==> src/hw/rtl/ccc_pkg.sv <==
// ----------------------------------------------------------------------------
// ccc_pkg
// Shared types, constants and helpers of the code table converter.
// ----------------------------------------------------------------------------
package ccc_pkg;

	localparam int CODE_W        = 16;
	localparam int INDEX_W       = 15;
	localparam int CFG_INDEX_W   = 3;
	localparam int DEFAULT_DEPTH = 32768;
	localparam int SEARCH_STEPS  = 16;
	localparam int STEP_W        = $clog2(SEARCH_STEPS);
	localparam int BYTE_W        = 8;

	localparam logic [CODE_W-1:0] ASCII_LIMIT = 16'h0080;
	localparam logic [CODE_W-1:0] LIMIT_RESET = 16'hFFFF;

	localparam logic [CFG_INDEX_W-1:0] REG_TO_UNICODE    = 3'd0;
	localparam logic [CFG_INDEX_W-1:0] REG_LITTLE_ENDIAN = 3'd1;
	localparam logic [CFG_INDEX_W-1:0] REG_ENTRY_COUNT   = 3'd2;
	localparam logic [CFG_INDEX_W-1:0] REG_REPLACEMENT   = 3'd3;
	localparam logic [CFG_INDEX_W-1:0] REG_OUTPUT_LIMIT  = 3'd4;

	localparam logic KIND_LOAD    = 1'b0;
	localparam logic KIND_CONVERT = 1'b1;

	typedef logic [CODE_W-1:0] code_t;

	typedef struct packed {
		logic init;
		logic issue;
		logic advance;
	} probe_ctrl_t;

	typedef struct packed {
		logic match;
		logic final_step;
		logic in_range;
	} probe_stat_t;

	function automatic code_t swap16(input code_t x);
		return {x[BYTE_W-1:0], x[CODE_W-1:BYTE_W]};
	endfunction

endpackage

==> src/hw/rtl/ccc_probe.sv <==
// ----------------------------------------------------------------------------
// ccc_probe
// Binary search unit: bounds, midpoint, probe count and key compare.
// ----------------------------------------------------------------------------
module ccc_probe #(
	parameter int TABLE_DEPTH = ccc_pkg::DEFAULT_DEPTH
) (
	input  logic                           clk,
	input  logic                           arst_n,
	input  ccc_pkg::probe_ctrl_t           ctrl,
	input  ccc_pkg::code_t                 entry_count,
	input  ccc_pkg::code_t                 search_code,
	input  ccc_pkg::code_t                 rd_key,
	output logic [$clog2(TABLE_DEPTH)-1:0] rd_addr,
	output ccc_pkg::probe_stat_t           stat
);

	localparam int AW = $clog2(TABLE_DEPTH);
	localparam logic [ccc_pkg::CODE_W:0] DEPTH_LIM = (ccc_pkg::CODE_W+1)'(TABLE_DEPTH);

	ccc_pkg::code_t                    lo_q;
	ccc_pkg::code_t                    hi_q;
	ccc_pkg::code_t                    p_q;
	logic                              inr_q;
	logic [ccc_pkg::STEP_W-1:0]        step_q;
	ccc_pkg::code_t                    mid;
	ccc_pkg::code_t                    key_eff;

	assign mid     = lo_q + ((hi_q - lo_q) >> 1);
	assign rd_addr = AW'(mid);
	assign key_eff = inr_q ? rd_key : '0;

	assign stat.match      = (search_code == key_eff);
	assign stat.final_step = (step_q == ccc_pkg::STEP_W'(ccc_pkg::SEARCH_STEPS - 1));
	assign stat.in_range   = inr_q;

	always_ff @(posedge clk or negedge arst_n) begin
		if (!arst_n) begin
			step_q <= '0;
		end else if (ctrl.init) begin
			step_q <= '0;
		end else if (ctrl.advance) begin
			step_q <= step_q + ccc_pkg::STEP_W'(1);
		end
	end

	always_ff @(posedge clk) begin
		if (ctrl.init) begin
			lo_q <= '0;
			hi_q <= entry_count;
		end else if (ctrl.advance) begin
			if (search_code > key_eff) begin
				lo_q <= p_q;
			end else begin
				hi_q <= p_q;
			end
		end
		if (ctrl.issue) begin
			p_q   <= mid;
			inr_q <= ({1'b0, mid} < DEPTH_LIM);
		end
	end

endmodule

==> config.mk <==
export PLATFORM = sky130hd
export DESIGN_NAME = ccc_probe
export DESIGN_NICKNAME = d
export VERILOG_FILES = /design/src/hw/rtl/ccc_pkg.sv /design/src/hw/rtl/ccc_probe.sv
export SDC_FILE = /design/constraint.sdc
export NUM_CORES = 1
export LEC_CHECK = 0
export BUFFER_PORTS_ARGS = -buffer_cell sky130_fd_sc_hd__buf_2
export CORE_UTILIZATION = 50
export DETAILED_ROUTE_END_ITERATION = 16
export PLACE_DENSITY = 0.85
export SLEW_MARGIN = 20
export SYNTH_ARGS = -nofsm -noshare
export SYNTH_HDL_FRONTEND = slang
export SYNTH_SLANG_ARGS = --single-unit
==> constraint.sdc <==
create_clock -name clk -period 4.54 [get_ports clk]
set_input_delay 0.454 -clock clk [delete_from_list [all_inputs] [get_ports clk]]
set_output_delay 0.454 -clock clk [all_outputs]
set_load 0.02 [all_outputs]
Word level (Yosys, flattened, before mapping)
Index checks and enable logic that the tools add are counted.
- add/subtract/negate cells: 3
- magnitude comparators: 2
- equality and inequality tests: 3
- muxes and demuxes: 6
- reduce and logical (&&, ||, !) cells: 3
- operator list (operator ; number):
    16-bit two-way mux ; 4
    16-bit by 15-bit adder with 16-bit output ; 1
    16-bit equality test ; 1
    16-bit > comparator ; 1
    16-bit less-than comparator (second input constant) ; 1
    16-bit subtractor ; 1
    4-bit two-way mux ; 2
    4-bit by 1-bit adder with 4-bit output (second input constant) ; 1
    4-bit equality test (second input constant) ; 1
    2-bit AND reduction ; 2
    2-bit inequality test (second input constant) ; 1
    2-bit nonzero test ; 1
- register bits after elaboration: 53
- input port bits: 53
- output and inout bits: 18
- logic and storage cells: 22

Logic depth before layout (Yosys ltp)
Gate-level depths: netlist (run 1).
- depth in word-level cells: 5
- mapped depth: 16
- depth with buffers taken out: 15

Worst setup path before layout (run 1)
OpenSTA, ideal clock, no wires.
- kind: reg2reg
- start point: register lo_q[2]
- end point: register p_q[15] (data pin)
- setup time: 0.262 ns
- data arrival time: 3.353 ns
- data required time: 4.278 ns
- path slack: 0.925 ns
- stages on the path, launching flop included: 15
- buffers on the path: 0
- clock period less this slack: 3.615 ns
- path through: dfxtp_1 > inv_1 > ha_1 > nor2b_1 > o31a_1 > o2111ai_1 > nand3_1 > o41ai_1 > xnor2_1 > ha_1 > nand2_1 > or3_1 > o21ai_0 > mux2_2 > or2_2
- longest elaborated chain between the ends: 2
- RTL lines (element ; RTL line ; text):
    start, declared ; ccc_probe.sv:21 ; ccc_pkg::code_t lo_q;
    start signal, assigned ; ccc_probe.sv:53 ; lo_q <= p_q;
    16-bit subtractor ; ccc_probe.sv:29 ; assign mid = lo_q + ((hi_q - lo_q) >> 1);
    16-bit by 15-bit adder with 16-bit output * ; ccc_probe.sv:29 ;
    named net mid[15] ; ccc_probe.sv:26 ; ccc_pkg::code_t mid;
    end signal, assigned ; ccc_probe.sv:59 ; p_q <= mid;
    end, declared ; ccc_probe.sv:23 ; ccc_pkg::code_t p_q;
The timed path passes the listed nets; every way through them passes the cells marked *.
A chain may end at the register's enable or synchronous reset.

Worst setup path in the final report (run 1)
- start point: register hi_q[0]
- end point: output port rd_addr[14]
- longest elaborated chain between the ends: 2
- RTL lines (element ; RTL line ; text):
    start, declared ; ccc_probe.sv:22 ; ccc_pkg::code_t hi_q;
    start signal, assigned ; ccc_probe.sv:50 ; hi_q <= entry_count;
    start signal, assigned ; ccc_probe.sv:55 ; hi_q <= p_q;
    16-bit subtractor ; ccc_probe.sv:29 ;
    16-bit by 15-bit adder with 16-bit output ; ccc_probe.sv:29 ;
    end, declared ; ccc_probe.sv:14 ; output logic [$clog2(TABLE_DEPTH)-1:0] rd_addr,
No other way between the ends.

==> results of run 1 <==
how the worst max path moves through the flow:
stage                                    start                end  slack [ns]
final                        hi_q[0]$_DFFE_PP_        rd_addr[14]        0.24
after global routing      lo_q[0]$_SDFFE_PP0P_        rd_addr[14]       -0.05
after CTS                 lo_q[1]$_SDFFE_PP0P_        rd_addr[14]        0.09
after detailed placement  lo_q[1]$_SDFFE_PP0P_        rd_addr[14]        0.48
after global placement    lo_q[1]$_SDFFE_PP0P_        rd_addr[14]        0.56
after floorplan           lo_q[2]$_SDFFE_PP0P_  p_q[15]$_DFFE_PP_        0.92
area by class of cell:
type / count / area, um^2 / share of cell area
inverter: 21 / 78.8 / 0.0177
clock buffer: 5 / 68.8 / 0.0154
multi-input combinational: 331 / 2370 / 0.531
timing repair buffer: 74 / 385 / 0.0865
sequential: 53 / 1410 / 0.317
clock inverter: 3 / 17.5 / 0.00393
tap: 102 / 128 / 0.0286
metrics by stage:
stage	std cells	area, um^2	hold WS [ns]	total power (W)
floorplan	430	4000	0.158	0.00257
global placement	578	4320	0.259	0.00276
detailed placement	578	4320	0.268	0.00282
CTS	587	4420	0.395	0.00310
global route	589	4460	0.385	0.00341
finish	589	4460	0.386	0.00316
per-layer routing:
metal,up-vias,global-route usage,part of all wire
met5,-,0,0
met1,1559,0.262,0.45
met2,63,0.363,0.49
li1,1628,-,-
met3,19,0.0444,0.033
met4,0,0.0595,0.022
Yosys cell counts (8+ instances only):
cell	number
edfxtp_1	33
inv_1	21
nand3_1	12
a21oi_1	22
mux2i_1	17
nand4_1	9
xor2_1	9
nand2_1	60
buf_4	17
o21ai_0	10
nor2_1	18
ha_1	46
a21o_1	10
dfxtp_1	16
nand2b_1	36
xnor2_1	19
nor3_1	8
power by group through the flow:
stage	clock network, W	registers [W]	logic (W)
finish	0.000274	0.000818	0.00207
global route	0.000292	0.000835	0.00228
CTS	0.000273	0.000818	0.00201
detailed placement	0	0.000828	0.00199
global placement	0	0.000822	0.00193
floorplan	0	0.000795	0.00178
sequential cells by signal, summed over array words and instances (netlist names):
name	cells
hi_q	16
lo_q	16
p_q	16
step_q	4
inr_q	1
worst max-delay path: stages (launching register included):
cell       delay (ns)
edfxtp_1         0.40
nor2b_2          0.22
fa_1             0.25
nor2b_1          0.07
o31a_1           0.34
o2111ai_1        0.21
nand3_1          0.15
o41ai_1          0.34
xnor2_1          0.17
ha_1             0.32
a21o_1           0.21
a21o_1           0.17
a21oi_1          0.13
o21ai_1          0.09
xor2_1           0.27
buf_4            0.20
logic make-up (layout without fill, tap and decap cells):
logic type,Yosys count,after routing,share of synthesized area
compound gates,72,72,0.119
simple gates,165,165,0.208
mux,18,18,0.0453
flops,53,53,0.353
buf+inv,46,103,0.0609
xor+xnor,28,28,0.0613
fa+ha+maj,48,48,0.154
timing repair:
item / 4_1_cts / 5_1_grt
resized for setup: 0 / 7
endpoints found under the setup margin: 0 / 5
hold buffers: 1 / 0
setup buffers: 0 / 2
hold endpoints to repair: 4 / 0
==> results.sh, run 1 <==
export IMPL_drive_above_1_share=0.191
export IMPL_hpwl_um=6500
export IMPL_drv_cap=0
export IMPL_root_buffer="clkbuf_8"
export IMPL_fin_crit_ns=4.30
export IMPL_wl_per_cell_um=14.6
export IMPL_synth_top_area_frac=0.248
export IMPL_r2r_end="p_q[15]$_DFFE_PP_"
export IMPL_syn_num_nets=531
export IMPL_seq_power_share=0.259
export IMPL_hp_class="input pin to flop"
export IMPL_hold_start="entry_count[6]"
export IMPL_ys_seq_area_frac=0.353
export IMPL_finalWorstSetupSlack_ns=0.236
export IMPL_hold_end="hi_q[6]$_DFFE_PP_"
export IMPL_grtUsageTotal=0.210
export IMPL_ff2ff_setup_slack_ns=0.54
export IMPL_p_sw_frac=0.476
export IMPL_slew_headroom=0.487
export IMPL_powerDensity_nw_per_um2=709
export IMPL_setup_tns_ns=0
export IMPL_cts_buffers_inserted=5
export IMPL_nets=587
export IMPL_yosysTopAreaCell="edfxtp_1"
export IMPL_fin_crit_sh=0.948
export IMPL_antenna_found_initial=0
export IMPL_num_vias=3269
export IMPL_synth_warnings=0
export IMPL_r2r_start="hi_q[0]$_DFFE_PP_"
export IMPL_first_iter_violations=122
export IMPL_fmax_mhz=232
export IMPL_fillers=666
export IMPL_crit_arrival_ns=3.85
export IMPL_die_width_um=91.5
export IMPL_ant_nets=0
export IMPL_r2r_cells=14
export IMPL_vdd_drop_max_v=0.000419
export IMPL_fp_row_count=32
export IMPL_crit_type="flop to output pin"
export IMPL_cts_max_level=2
export IMPL_clk_insertion_delay_late_ns=0.33
export IMPL_io_pins=71
export IMPL_crit_required_ns=4.09
export IMPL_power_frac_comb=0.655
export IMPL_final_common_cell="buf_2"
export IMPL_grt_pass1_wl_um=14100
export IMPL_intPower_w=0.00166
export IMPL_end_kind="output pin"
export IMPL_finalWeightedCongestion=0.883
export IMPL_drc=0
export IMPL_cts_sinks=53
export IMPL_cts_tree="done"
export IMPL_net_switching_power_w=0.00150
export IMPL_layout_common_cells="buf_2 (69), nand2_1 (60), ha_1 (46), nand2b_1 (36), edfxtp_1 (33)"
export IMPL_async_flop_share=0.0755
export IMPL_viasPerCell=5.55
export IMPL_synth_edf_count=33
export IMPL_synthesis_area_um2=4000
export IMPL_avgSynthCellArea_um2=9.31
export IMPL_worstMarginPinSlew_ns=0.770
export IMPL_startpoint_type="flop"
export IMPL_initial_core_util=0.518
export IMPL_power_leakage_nw=2.07
export IMPL_clkTransAtPathRegs_ns=0.10
export IMPL_crit_path_max_fanout=6
export IMPL_synthFlopType="edfxtp_1"
export IMPL_skew_ns=0.00865
export IMPL_outcome="complete, no violations"
export IMPL_grt_max_degree=54
export IMPL_die_h_um=91.5
export IMPL_synthCells=430
export IMPL_grt_pass1_vias=3155
export IMPL_syn_to_final_growth_pct=11.3
export IMPL_drt_wl_total_um=8630
export IMPL_io_buffers=70
export IMPL_gr_total_overflow=0
export IMPL_power_frac_clock=0.087
export IMPL_final_max_slew_viol_count=0
export IMPL_ys_ff_latch=53
export IMPL_hold_viol=0
export IMPL_ctsLongestPathBuffers=2
export IMPL_diodes=0
export IMPL_place_ws_ns=0.478
export IMPL_final_util=0.577
export IMPL_coreArea_um2=7730
export IMPL_die_area_um2=8370
export IMPL_first_pass_iters=4
export IMPL_synth_area_leaders="edfxtp_1 (25%), ha_1 (14%), dfxtp_1 (8.0%)"
export IMPL_hold_depth=3
export IMPL_finalSetupViolCount=0
export IMPL_synth_cell_types=50
No activity file was read; power rests on OpenSTA's default activity.
==> run 2: changes to the inputs <==
clock period = 5.15 ns   (was 4.54 ns; I/O delays follow)
==> results.sh, run 2 (synthesis gave the netlist of run 1 again) <==
export IMPL_power_leakage_nw=2.08
export IMPL_skew_ns=0.00733
export IMPL_final_max_slew_viol_count=0
export IMPL_crit_path_max_fanout=5
export IMPL_critPathMostFrequentCell="nand2_1"
export IMPL_clk_insertion_delay_late_ns=0.31
export IMPL_powerDensity_nw_per_um2=637
export IMPL_hpwl_um=6610
export IMPL_finalWeightedCongestion=0.869
export IMPL_root_buffer="clkbuf_8"
export IMPL_finalSetupViolCount=0
export IMPL_syn_to_final_growth_pct=11.6
export IMPL_outcome="complete, no violations"
export IMPL_first_iter_violations=139
export IMPL_hold_viol=0
export IMPL_num_vias=3211
export IMPL_viasPerCell=5.47
export IMPL_crit_chain="inv_1 > ha_1 > nand2_1 > o21ai_0 > a211oi_1 > o21bai_1 > a21oi_1 > xnor2_1 > ha_1 > nand2_1 > o21ai_0 > nand2_1 > nor3b_1 > o41a_1 > xor2_1 > buf_2"
export IMPL_die_area_um2=8370
export IMPL_drt_wl_total_um=8800
export IMPL_hp_class="input pin to flop"
export IMPL_die_h_um=91.5
export IMPL_cts_repair_resized=0
export IMPL_fin_crit_sh=0.888
export IMPL_end_kind="output pin"
export IMPL_worstMarginPinSlew_ns=0.821
export IMPL_final_util=0.578
export IMPL_antenna_found_initial=0
export IMPL_grt_pass1_vias=3288
export IMPL_fp_row_count=32
export IMPL_die_width_um=91.5
export IMPL_gr_total_overflow=0
export IMPL_coreArea_um2=7730
export IMPL_cts_tree="done"
export IMPL_io_buffers=70
export IMPL_grt_max_degree=54
export IMPL_final_common_cell="buf_2"
export IMPL_nets=585
export IMPL_startpoint_type="flop"
export IMPL_cts_sinks=53
export IMPL_ctsLongestPathBuffers=2
export IMPL_critPathSlowestCell="o21ai_0"
export IMPL_critPathTopFamily="compound AO/OA/AOI/OAI gates"
export IMPL_crit_type="flop to output pin"
export IMPL_ant_nets=0
export IMPL_drv_cap=0
export IMPL_crit_arrival_ns=4.06
export IMPL_first_pass_iters=5
export IMPL_clkTransAtPathRegs_ns=0.10
export IMPL_fmax_mhz=219
export IMPL_wl_per_cell_um=15.0
export IMPL_drc=0
export IMPL_grtUsageTotal=0.219
export IMPL_initial_core_util=0.518
export IMPL_setup_tns_ns=0
export IMPL_drive_above_1_share=0.179
export IMPL_vdd_drop_max_v=0.000411
export IMPL_reg_top3="hi_q x16, lo_q x16, p_q x16"
export IMPL_cts_buffers_inserted=5
export IMPL_grt_setup_unrepaired="no"
export IMPL_crit_required_ns=4.64
export IMPL_fin_crit_ns=4.57
export IMPL_grt_pass1_wl_um=14700
export IMPL_slowest_delay_ns=0.52
export IMPL_layout_common_cells="buf_2 (70), nand2_1 (60), ha_1 (46), nand2b_1 (36), edfxtp_1 (33)"
export IMPL_io_pins=71
export IMPL_slew_headroom=0.453
export IMPL_crit_buf_inv=2
export IMPL_diodes=0
export IMPL_cts_max_level=2
## run 2: cell count changes in the layout (fill, tap and decap cells not counted), sizes merged
cell      previous run  this run
buf                 73        71
bufinv               0         2
clkinv               2         1
clkinvlp             1         0
## run 2: final timing paths
| path | endpoint | slack (ns) | start | depth (start not counted) |
|---|---|---|---|---|
| max in group asynchronous | step_q[2]$_DFFE_PN0P_ | 4.50 | arst_n | 2 |
| worst min register to register | lo_q[14]$_SDFFE_PP0P_ | 0.51 | lo_q[14]$_SDFFE_PP0P_ | 2 |
| min in group asynchronous | step_q[3]$_DFFE_PN0P_ | 0.54 | arst_n | 2 |
| worst min-delay path | hi_q[6]$_DFFE_PP_ | 0.46 | entry_count[6] | 3 |
| worst max-delay path | rd_addr[13] | 0.58 | lo_q[1]$_SDFFE_PP0P_ | 16 |
| worst max register to register | p_q[15]$_DFFE_PP_ | 1.16 | lo_q[1]$_SDFFE_PP0P_ | 13 |
## run 2: tightest hold or removal path: cells and delay by family
| family | cells | cell delay [ns] |
|---|---|---|
| buf+inv | 1 | 0.07 |
| simple gates | 2 | 0.08 |
## run 2: per-stage QoR
step | instance area [um^2] | total power (W) | setup slack, ns | hold WS (ns) | std cells
6_report | 4470 | 0.00284 | 0.577 | 0.456 | 587
5_1_grt | 4470 | 0.00305 | 0.292 | 0.456 | 587
4_1_cts | 4470 | 0.00285 | 0.568 | 0.452 | 587
3_5_place_dp | 4320 | 0.00249 | 1.01 | 0.326 | 578
3_3_place_gp | 4320 | 0.00243 | 1.13 | 0.320 | 578
2_1_floorplan | 4000 | 0.00227 | 1.51 | 0.219 | 430
## run 2: final cells by class
cell class / count / area (um^2)
repair buffers: 72 / 368
multi-input cells: 331 / 2350
clock buffers: 5 / 68.8
clock inverters: 3 / 65.1
flip-flops and latches: 53 / 1410
fillers: 676 / 3260
inverters: 21 / 78.8
well taps: 102 / 128
## run 2: metal layers
metal	GRT usage	part of all wire	vias up
met3	0.0335	0.031	17
li1	-	-	1616
met5	0	0	-
met1	0.259	0.44	1526
met2	0.395	0.51	52
met4	0.0860	0.027	0
## run 2: repair_timing
| item | 4_1_cts | 5_1_grt |
|---|---|---|
| hold buffers | 1 | 0 |
| endpoints found under the hold margin | 4 | 0 |
| buffers inserted | 0 | 0 |
| endpoints found under the setup margin | 0 | 0 |
## run 2: power by group
part           internal, W  switching, W
clock network     0.000193      0.000144
registers         0.000651     0.0000749
logic             0.000687       0.00110
